==> src/rmq_isqrt.sv <==
// pipelined integer square root, one root bit per stage, several lanes in step
module rmq_isqrt #(
    parameter int IW    = 32,
    parameter int LANES = 1,
    parameter int SDW   = 1
) (
    input  logic                clk,
    input  logic                rst_n,
    input  logic                en,
    input  logic                in_valid,
    input  logic [IW-1:0]       v [LANES],
    input  logic [SDW-1:0]      side,
    output logic                out_valid,
    output logic [IW/2-1:0]     root [LANES],
    output logic [SDW-1:0]      out_side
);

    localparam int RW = IW / 2;

    logic [IW-1:0]   v_p    [RW+1][LANES];
    logic [RW+1:0]   rem_p  [RW+1][LANES];
    logic [RW-1:0]   root_p [RW+1][LANES];
    logic [SDW-1:0]  side_p [RW+1];
    logic [RW:0]     valid_p;

    // stage zero is the request itself
    assign valid_p[0] = in_valid;
    assign side_p[0]  = side;

    genvar k, l;
    generate
        for (l = 0; l < LANES; l++)
        begin : g_in
            assign v_p[0][l]    = v[l];
            assign rem_p[0][l]  = '0;
            assign root_p[0][l] = '0;
        end

        for (k = 0; k < RW; k++)
        begin : g_stage
            // valid bit of this stage
            always_ff @(posedge clk or negedge rst_n)
            begin
                if (!rst_n)
                begin
                    valid_p[k+1] <= 1'b0;
                end
                else if (en)
                begin
                    valid_p[k+1] <= valid_p[k];
                end
            end

            always_ff @(posedge clk)
            begin
                if (en)
                begin
                    side_p[k+1] <= side_p[k];
                end
            end

            for (l = 0; l < LANES; l++)
            begin : g_lane
                logic [RW+1:0] rem_sh;
                logic [RW+1:0] trial;
                logic          ge;

                // bring down the next two radicand bits and try a one digit
                assign rem_sh = {rem_p[k][l][RW-1:0], v_p[k][l][IW-1-2*k -: 2]};
                assign trial  = {root_p[k][l], 2'b01};
                assign ge     = (rem_sh >= trial);

                always_ff @(posedge clk)
                begin
                    if (en)
                    begin
                        v_p[k+1][l]    <= v_p[k][l];
                        rem_p[k+1][l]  <= ge ? (rem_sh - trial) : rem_sh;
                        root_p[k+1][l] <= {root_p[k][l][RW-2:0], ge};
                    end
                end
            end
        end

        for (l = 0; l < LANES; l++)
        begin : g_out
            assign root[l] = root_p[RW][l];
        end
    endgenerate

    assign out_valid = valid_p[RW];
    assign out_side  = side_p[RW];

endmodule

==> config.mk <==
export PLATFORM = sky130hd
export DESIGN_NAME = rmq_isqrt
export DESIGN_NICKNAME = d
export VERILOG_FILES = /design/src/rmq_isqrt.sv
export SDC_FILE = /design/constraint.sdc
export NUM_CORES = 1
export LEC_CHECK = 0
export BUFFER_PORTS_ARGS = -buffer_cell sky130_fd_sc_hd__buf_2
export CAP_MARGIN = 5
export CORE_MARGIN = 2
export CORE_UTILIZATION = 55
export DETAILED_ROUTE_END_ITERATION = 7
export GPL_TIMING_DRIVEN = 0
export PLACE_DENSITY = 0.79
export SLEW_MARGIN = 10
export SYNTH_ARGS = -nofsm -noshare
export SYNTH_HDL_FRONTEND = slang
export SYNTH_SLANG_ARGS = --single-unit
==> constraint.sdc <==
create_clock -name clk -period 6.55 [get_ports clk]
set_clock_uncertainty 0.1 [all_clocks]
set_input_delay 1.31 -clock clk [delete_from_list [all_inputs] [get_ports clk]]
set_output_delay 1.31 -clock clk [all_outputs]
set_load 0.005 [all_outputs]
==> qor.csv <==
stage,metric,value,unit
run_status,status,finished clean,
routing,Top Metal Used,met4,
finish,Final nets,2395,
critical_path,CP startpoint kind,register,
timing,endpoints failing setup,0,
clocking,Clock Latency Late Sink,0.60,ns
hold_path,HP Class,register to register,
logic_synthesis,Yosys warning count,0,
global_routing,Total GRT Usage,18.77,%
finish,share of layout cells above drive strength 1,10.47,%
clocking,Longest Clk Path Bufs,3,
critical_path,R2R Setup Slk,3.11,ns
die,Placement Rows,83,
hold_path,hold path startpoint,v_p[437],
power,Psw,2706,µW
clocking,# hold bufs at CTS,0,
critical_path,WS Path Type,register to register,
routing,via density per instance,5.538,
die,chip width,231.4,µm
clocking,Post CTS Setup Buffer Count,0,
logic_synthesis,Seq cells post-synth,632,
logic_synthesis,syn_nets,2268,
global_routing,initial antenna violation count,0,
timing,maximum clock rate,290.5,MHz
critical_path,CP Capture Type,register,
power,Tot Pwr,10900,µW
clocking,H-Tree Depth,3,
power,Pint,8191,µW
clocking,Clock transition at path regs,0.06,ns
power,Sw Ratio,24.83,%
logic_synthesis,Post-synth EDFFs,616,
critical_path,CP Data Required Time,6.79,ns
critical_path,Setup crit start,g_stage[14].g_lane[0].rem_sh[2],
timing,Slew Limit Fails,0,
clocking,CTS tree,done,
routing,initial drt markers,1205,
routing,Remaining DRCs,0,
finish,Layout area overhead,12.37,%
global_routing,number of global-route vias before repair,16499,
clocking,# clock sinks,632,
timing,period utilization,52.55,%
power,Logic pwr share,15.8,%
timing,relative slew slack,39.36,%
timing,Final Hold Fails,0,
power,VDD IR max,0.3214,mV
finish,"most common cell after layout, fill and taps aside",edfxtp_1,
flow_run,Max-Cap Viols,0,
global_routing,largest net degree at the start of global routing,119,
finish,Diodes inserted,0,
logic_synthesis,post-synthesis cell count,2079,
logic_synthesis,library cells used by synthesis,73,
logic_synthesis,ys async rst share,2.532,%
placed_design,DP HPWL,33830,µm
logic_synthesis,Syn Area/Cell,13.68,µm²
global_routing,Overflow after GRT,0,
clocking,CTS Root Cell,clkbuf_16,
routing,Met1 Wirelength,21480,µm
routing,routed wl met2,23200,µm
timing,WHS,0.3098,ns
placed_design,port bufs,54,
timing,worst slew pin tran,0.9096,ns
die,IO Pins,55,
timing,Tmin final,3.442,ns
placed_design,RD Place Congestion,0.9520,
logic_synthesis,"Seq/Total Area, Yosys",66.43,%
clocking,cts bufs inserted,66,
clocking,CTS resizes,0,
die,Initial Util,55.57,%
critical_path,CP max FO,10,
routing,ANT nets after route,0,
power,Pleak,0.01237,µW
timing,setup_tns,0,ns
die,core area,0.05120,mm²
power,PwrDens,340.9,mW/mm²
routing,vias post-DR,16255,
logic_synthesis,top_reg_cell synth,edfxtp_1,
finish,most frequent cells in the layout,"616 x edfxtp_1, 174 x inv_1, 152 x ha_1",
critical_path,worst r2r src,g_stage[14].g_lane[0].rem_sh[2],
routing,WL/cell,16.64,µm
timing,RSZ-0062 raised after global routing,false,
power,Clock power frac,35.6,%
die,Die Y,231.4,µm
global_routing,first-pass GRT wire length,80820,µm
routing,DRT Wirelength,48850,µm
logic_synthesis,Synth Cell Area,0.02845,mm²
critical_path,Crit path arrival time,3.68,ns
die,DIE AREA,0.05356,mm²
routing,routed length on met3,2709,µm
power,Reg power frac,48.6,%
routing,drt first pass iters,5,
==> cell usage after synthesis, types with 7 or more instances <==
cell	n	area (µm²)
edfxtp_1	616	18500
dfrtp_1	16	400.4
and2_1	9	56.30
nand4_1	20	125.1
nor3_1	40	200.2
nand2b_1	30	187.7
clkbuf_1	18	67.56
a21oi_1	138	690.7
nor2b_1	23	143.9
nand3b_1	7	52.55
mux2_2	52	585.6
nor4_1	26	162.7
o31a_1	8	70.07
or2_2	9	56.30
ha_1	152	1902
nand2_1	100	375.4
xnor2_1	71	621.9
o31ai_1	14	105.1
o211ai_1	15	112.6
nor2_1	148	555.5
inv_1	174	653.1
or3_1	19	118.9
a21o_1	23	172.7
a211oi_1	9	67.56
nand3_1	27	135.1
o21ai_0	92	460.4
o21a_1	36	270.3
xor2_1	87	762.0
==> final cells by class <==
type	instances	area, µm²
Fill cell	3666	19230
Sequential cell	632	18900
Multi-Input combinational cell	1242	8755
Clock buffer	78	1697
Tap cell	680	850.8
Inverter	175	656.9
Clock inverter	39	554.3
Timing Repair Buffer	59	417.9
Buffer	30	138.9
==> power groups by stage <==
| stage | combinational (µW) | sequential, µW | clock (µW) |
|---|---|---|---|
| after floorplan | 1280 | 5280 | 0 |
| final | 1720 | 5300 | 3880 |
| after detailed placement | 1690 | 5380 | 0 |
| after CTS | 1720 | 5300 | 3970 |
| after global routing | 1940 | 5350 | 4130 |
| after global placement | 1620 | 5420 | 0 |
==> metrics by stage <==
step / instances / util (%) / area, µm² / setup slack [ns]
floorplan: 2079 / - / 28450 / 3.702
global placement: 2813 / 57.76 / 29570 / -5.191
detailed placement: 2818 / 58.04 / 29720 / 3.040
CTS: 2935 / 62.44 / 31970 / 3.114
global route: 2935 / 62.44 / 31970 / 2.876
finish: 2935 / 62.44 / 31970 / 3.108
==> per-layer routing <==
metal | vias to the layer above | global-route usage, %
met4 | 0 | 7.661
met5 | - | 0
met1 | 7802 | 24.64
met2 | 393 | 30.60
met3 | 105 | 3.999
li1 | 7955 | -
==> flip-flops by register name (all words and copies together) (netlist names) <==
name	cells
g_stage.g_lane.rem_sh	254
g_stage.g_lane.trial	120
out_side	1
out_valid	1
root	16
side_p	15
v_p	210
valid_p	15
==> critical path: stages, from the launching register on <==
cell and delay [ns]:
edfxtp_1 0.39, ha_1 0.39, nor2b_1 0.18, o31ai_2 0.23, a21oi_1 0.19, a21oi_2 0.29, o221ai_2 0.19, o31ai_4 0.59
buf_6 0.25, mux2_2 0.36
==> logic make-up (layout without fill, tap and decap cells) <==
kind of cell	Yosys count	count (layout)	share of synthesized area, %
AO/OA/AOI/OAI	386	386	8.440
XOR/XNOR	158	158	4.864
adder cells (fa/ha/maj)	152	152	6.685
buffers and inverters	205	381	2.797
flip-flops	632	632	66.43
multiplexers	60	60	2.353
other	1	1	0.01318
AND/OR/NAND/NOR	485	485	8.418
==> worst paths after layout <==
path / cells after the start / to
setup reg to reg: 9 / g_stage[15].g_lane[0].rem_sh[14]
hold / removal: 0 / v_p[405]
max in group asynchronous: 1 / valid_p[8]
hold reg to reg: 0 / v_p[405]
setup / recovery: 9 / g_stage[15].g_lane[0].rem_sh[14]
min in group asynchronous: 1 / valid_p[14]
Power figures use the tool's default switching activity.
