`config.mk`:
```
export PLATFORM = sky130hd
export DESIGN_NAME = rmq_div
export DESIGN_NICKNAME = d
export VERILOG_FILES = /design/src/rmq_div.sv
export SDC_FILE = /design/constraint.sdc
export NUM_CORES = 2
export LEC_CHECK = 0
export BUFFER_PORTS_ARGS = -buffer_cell sky130_fd_sc_hd__buf_4
export CAP_MARGIN = 20
export CORE_MARGIN = 2
export CORE_UTILIZATION = 64
export DETAILED_ROUTE_END_ITERATION = 8
export PLACE_DENSITY = 0.81
export SLEW_MARGIN = 10
export SYNTH_ARGS = -nofsm -noshare
export SYNTH_HDL_FRONTEND = slang
export SYNTH_SLANG_ARGS = --single-unit
export TNS_END_PERCENT = 100
```
`constraint.sdc`:
```
create_clock -name clk -period 4.1 [get_ports clk]
set_clock_uncertainty 0.2 [all_clocks]
set_input_delay 0 -clock clk [delete_from_list [all_inputs] [get_ports clk]]
set_output_delay 0 -clock clk [all_outputs]
set_load 0.02 [all_outputs]
```
`src/rmq_div.sv`:
```
// pipelined restoring divider, one quotient bit per stage, lanes share the divisor
module rmq_div #(
    parameter int DW    = 31,
    parameter int NW    = 17,
    parameter int QW    = 15,
    parameter int LANES = 4,
    parameter int SDW   = 1
) (
    input  logic                clk,
    input  logic                rst_n,
    input  logic                en,
    input  logic                in_valid,
    input  logic [DW-1:0]       num [LANES],
    input  logic [NW-1:0]       den,
    input  logic [SDW-1:0]      side,
    output logic                out_valid,
    output logic [QW-1:0]       quo [LANES],
    output logic [SDW-1:0]      out_side
);

    logic [DW-1:0]   num_p [QW+1][LANES];
    logic [NW-1:0]   rem_p [QW+1][LANES];
    logic [QW-1:0]   quo_p [QW+1][LANES];
    logic [NW-1:0]   den_p [QW+1];
    logic [SDW-1:0]  side_p [QW+1];
    logic [QW:0]     valid_p;

    assign valid_p[0] = in_valid;
    assign side_p[0]  = side;
    assign den_p[0]   = den;

    genvar k, l;
    generate
        // the upper numerator bits are known to be below the divisor
        for (l = 0; l < LANES; l++)
        begin : g_in
            assign num_p[0][l] = num[l];
            assign rem_p[0][l] = NW'(num[l][DW-1:QW]);
            assign quo_p[0][l] = '0;
        end

        for (k = 0; k < QW; k++)
        begin : g_stage
            always_ff @(posedge clk or negedge rst_n)
            begin
                if (!rst_n)
                begin
                    valid_p[k+1] <= 1'b0;
                end
                else if (en)
                begin
                    valid_p[k+1] <= valid_p[k];
                end
            end

            always_ff @(posedge clk)
            begin
                if (en)
                begin
                    side_p[k+1] <= side_p[k];
                    den_p[k+1]  <= den_p[k];
                end
            end

            for (l = 0; l < LANES; l++)
            begin : g_lane
                logic [NW:0] rem_sh;
                logic [NW:0] rem_sub;
                logic        ge;

                // shift in one numerator bit and subtract when it fits
                assign rem_sh  = {rem_p[k][l], num_p[k][l][QW-1-k]};
                assign ge      = (rem_sh >= {1'b0, den_p[k]});
                assign rem_sub = ge ? (rem_sh - {1'b0, den_p[k]}) : rem_sh;

                always_ff @(posedge clk)
                begin
                    if (en)
                    begin
                        num_p[k+1][l] <= num_p[k][l];
                        rem_p[k+1][l] <= rem_sub[NW-1:0];
                        quo_p[k+1][l] <= {quo_p[k][l][QW-2:0], ge};
                    end
                end
            end
        end

        for (l = 0; l < LANES; l++)
        begin : g_out
            assign quo[l] = quo_p[QW][l];
        end
    endgenerate

    assign out_valid = valid_p[QW];
    assign out_side  = side_p[QW];

endmodule

```
==> out/qor.yml <==
global_routing:
  grt-ovfl-total: 0
  grt_pass1_wl_um: 560000
  grt_max_degree: 120
  grt_pass1_vias: 89700
  antenna_found_initial: 16
  grt_usage_pct: 40.6
placement:
  routabilityCongestion: 1.05
  hpwlAfterDp_um: 276000
  numPortBuffers: 207
  place_inst: 12700
  place_ws_ns: 0.0425
cts:
  clk_pin_slew_ns: 0.07
  htreeDepth: 4
  cts_sinks: 2120
  clk_latency_ns: 0.95
  cts_tree: "yes"
  numCtsBuffers: 215
  cts_root_buf: "clkbuf_16"
  clock_path_buffers: 3
yosys:
  synth_area_leaders: "edfxtp_1 53%, ha_1 11%, mux2_2 4.4%"
  yosysUniqueCellTypes: 89
  yosys_warnings: 0
  synth_area_mm2: 0.119
  ys.flop_type: "edfxtp_1"
  ys_ff_latch: 2120
  synthMostInstantiatedCell: "edfxtp_1"
  synth_cells: 9781
  netlist.area_leader.share_pct: 53.3
  synth_top_cell_by_area: "edfxtp_1"
  syn_nets: 11000
  async_flop_share_pct: 0.708
  ys_seq_area_share_pct: 53.6
  synth_common_cells: "2105 x edfxtp_1, 1020 x ha_1, 754 x a21oi_1, 645 x o21ai_0, 605 x nand2_1"
  synth.avg_cell_area_um2: 12.1
  synth_edf_count: 2105
setup_path:
  slowest_delay_ns: 0.97
  critical_path_class: "reg -> reg"
  rr_startpoint: "den_p[37]$_DFFE_PP_"
  rrSetupSlack_ns: -0.15
  slowest_stage: "nand4_1"
  cp-end-kind: "register"
  required_ns: 4.56
  start_kind: "register"
  worstPathArrival_ns: 4.71
  r2r.worst_path.cells: 8
  cp_cell_sequence: "clkinvlp_4, ha_1, nand4_1, nor4_2, nor3_1, o21ai_2, buf_12, mux2_2"
  timing.rr.end: "g_stage[14].g_lane[3].rem_sh[8]$_DFFE_PP_"
  cp_max_fo: 19
sta:
  fmax_mhz: 235
  fin_setup_tns_ns: -0.963
  whs_ns: 0.0318
  setup_viol: 17
  slew_headroom_pct: 18.6
  period_share_pct: 104
  hold_violations: 0
  drv_slew: 0
  setup_slack_ns: -0.154
  min_period_ns: 4.25
  worst_pin_slew_ns: 1.22
power:
  combinationalPowerShare_pct: 48.3
  p_sw_share_pct: 39.1
  ir_drop_mv: 0.515
  p_sw_mw: 44.0
  p_int_mw: 68.4
  power_leakage_nw: 54.6
  power.share.clock_pct: 18.5
  cellPowerDensity_mw_per_mm2: 817
  power_frac_seq_pct: 33.2
layout:
  nets: 12000
  multi_input_area_mm2: 0.0523
  stdcell_count: 13400
  area_growth_pct: 16.1
  regArea_mm2: 0.0636
  layout-drive-gt1-share_pct: 14.9
  fillerInstances: 11300
floorplan:
  row_count: 158
  fp.dieW_um: 435
  pin_count: 208
  dieArea_mm2: 0.189
  die_h_um: 435
  start_util_pct: 64.2
  coreArea_mm2: 0.185
worst_hold_path:
  hold_path_class: "in -> async"
detailed_routing:
  drt-total-wl_um: 385000
  num_vias: 87300
  wl_per_cell_um: 28.7
  dr.pass1.iters: 9
  drcViolationCount: 0
  via_per_inst: 6.49
  ant_nets: 0
  drt_iter0_markers: 8233
job:
  cap_violations: 0
status:
  violations: "setup timing"
  outcome: "finished with violations"
## flip-flops by register name (all words and copies together), names as in the netlist
signal	cells
den_p	238
g_stage.g_lane.rem_sh	1008
num_p	364
out_side	1
out_valid	1
quo	60
quo_p	420
side_p	14
valid_p	14
## critical path, delay by kind of cell, from the launching register on
kind | cells | cell delay [ns]
multiplexers | 1 | 0.35
buffers and inverters | 2 | 0.47
adder cells (fa/ha/maj) | 1 | 0.49
AND/OR/NAND/NOR | 3 | 1.62
AO/OA/AOI/OAI | 1 | 0.32
flip-flops | 1 | 0.45
## kinds of logic after synthesis
family / Yosys count / synth area share, %
DFF: 2120 / 53.6
AOI/OAI and AO/OA: 2510 / 13.3
muxes: 532 / 5.10
buffers and inverters: 775 / 2.74
adders and majority gates: 1076 / 11.7
and+or+nand+nor: 2015 / 7.98
xor gates and xnor gates: 753 / 5.56
## power groups by stage
stage	sequential, mW	combinational [mW]	clock (mW)
floorplan	34.8	35.4	0
global placement	37.0	48.8	0
detailed placement	37.3	50.5	0
CTS	37.0	52.0	20.8
global route	37.6	57.9	21.7
finish	37.3	54.4	20.8
## how the worst max path moves through the flow
stage                                               from                                    endpoint  slack [ns]  cells past startpoint
2_1_floorplan                       den_p[102]$_DFFE_PP_  g_stage[10].g_lane[3].rem_sh[10]$_DFFE_PP_        0.58                     13
6_report                             den_p[37]$_DFFE_PP_   g_stage[14].g_lane[3].rem_sh[8]$_DFFE_PP_       -0.15                      8
3_5_place_dp                         den_p[85]$_DFFE_PP_   g_stage[11].g_lane[1].rem_sh[3]$_DFFE_PP_        0.04                     13
5_1_grt                              den_p[37]$_DFFE_PP_   g_stage[14].g_lane[3].rem_sh[8]$_DFFE_PP_       -0.12                      8
3_3_place_gp    g_stage[6].g_lane[1].rem_sh[0]$_DFFE_PP_    g_stage[7].g_lane[1].rem_sh[2]$_DFFE_PP_        0.10                     13
4_1_cts        g_stage[10].g_lane[1].rem_sh[0]$_DFFE_PP_   g_stage[11].g_lane[1].rem_sh[3]$_DFFE_PP_       0.009                     14
## metrics by stage
| stage | instance area, µm² | power, mW | utilization [%] |
|---|---|---|---|
| after floorplan | 119000 | 70.2 | - |
| after global placement | 126000 | 85.8 | 68.2 |
| after detailed placement | 126000 | 87.7 | 68.2 |
| after CTS | 137000 | 110 | 74.2 |
| after global routing | 138000 | 117 | 74.5 |
| final | 138000 | 112 | 74.5 |
## what timing repair did
action                                  4_1_cts  5_1_grt
hold buffers                                350        0
endpoints found under the hold margin      1746        0
endpoints found under the setup margin       11      304
buffers inserted                              4       19
cloned                                        0        2
pin swaps                                     0       13
gates resized for setup                       4       77
## placed cells by master (no fill, tap or decap), types with 127 or more instances in the layout
cell type / synthesis / routed
a21oi_1: 754 / 732
mux2_2: 461 / 461
dlygate4sd3_1: 0 / 350
o21ai_0: 645 / 638
a21o_1: 312 / 311
inv_1: 560 / 551
edfxtp_1: 2105 / 2105
nor2_1: 577 / 577
ha_1: 1020 / 1015
nand2_1: 605 / 605
xnor2_1: 465 / 465
xor2_1: 288 / 288
clkbuf_16: 0 / 217
buf_4: 63 / 566
nand3_1: 127 / 127
## final cells by class
cell class              instances  area share, %
well taps                    2480           2.25
clock buffers                 244           3.99
multi-input cells            6886           38.0
inverters                     560           1.54
flip-flops and latches       2120           46.2
repair buffers                986           6.62
diodes                         15         0.0273
clock inverters               154           1.42
## routing by layer
layer | track usage (%) | routed length (µm) | vias to the layer above
met5 | 0 | 41 | -
met2 | 72.2 | 196000 | 5080
met1 | 35.0 | 110000 | 41200
met3 | 8.64 | 23200 | 2172
met4 | 47.2 | 55800 | 6
li1 | - | - | 38800
Note: power is estimated with default switching activity, not from simulation.
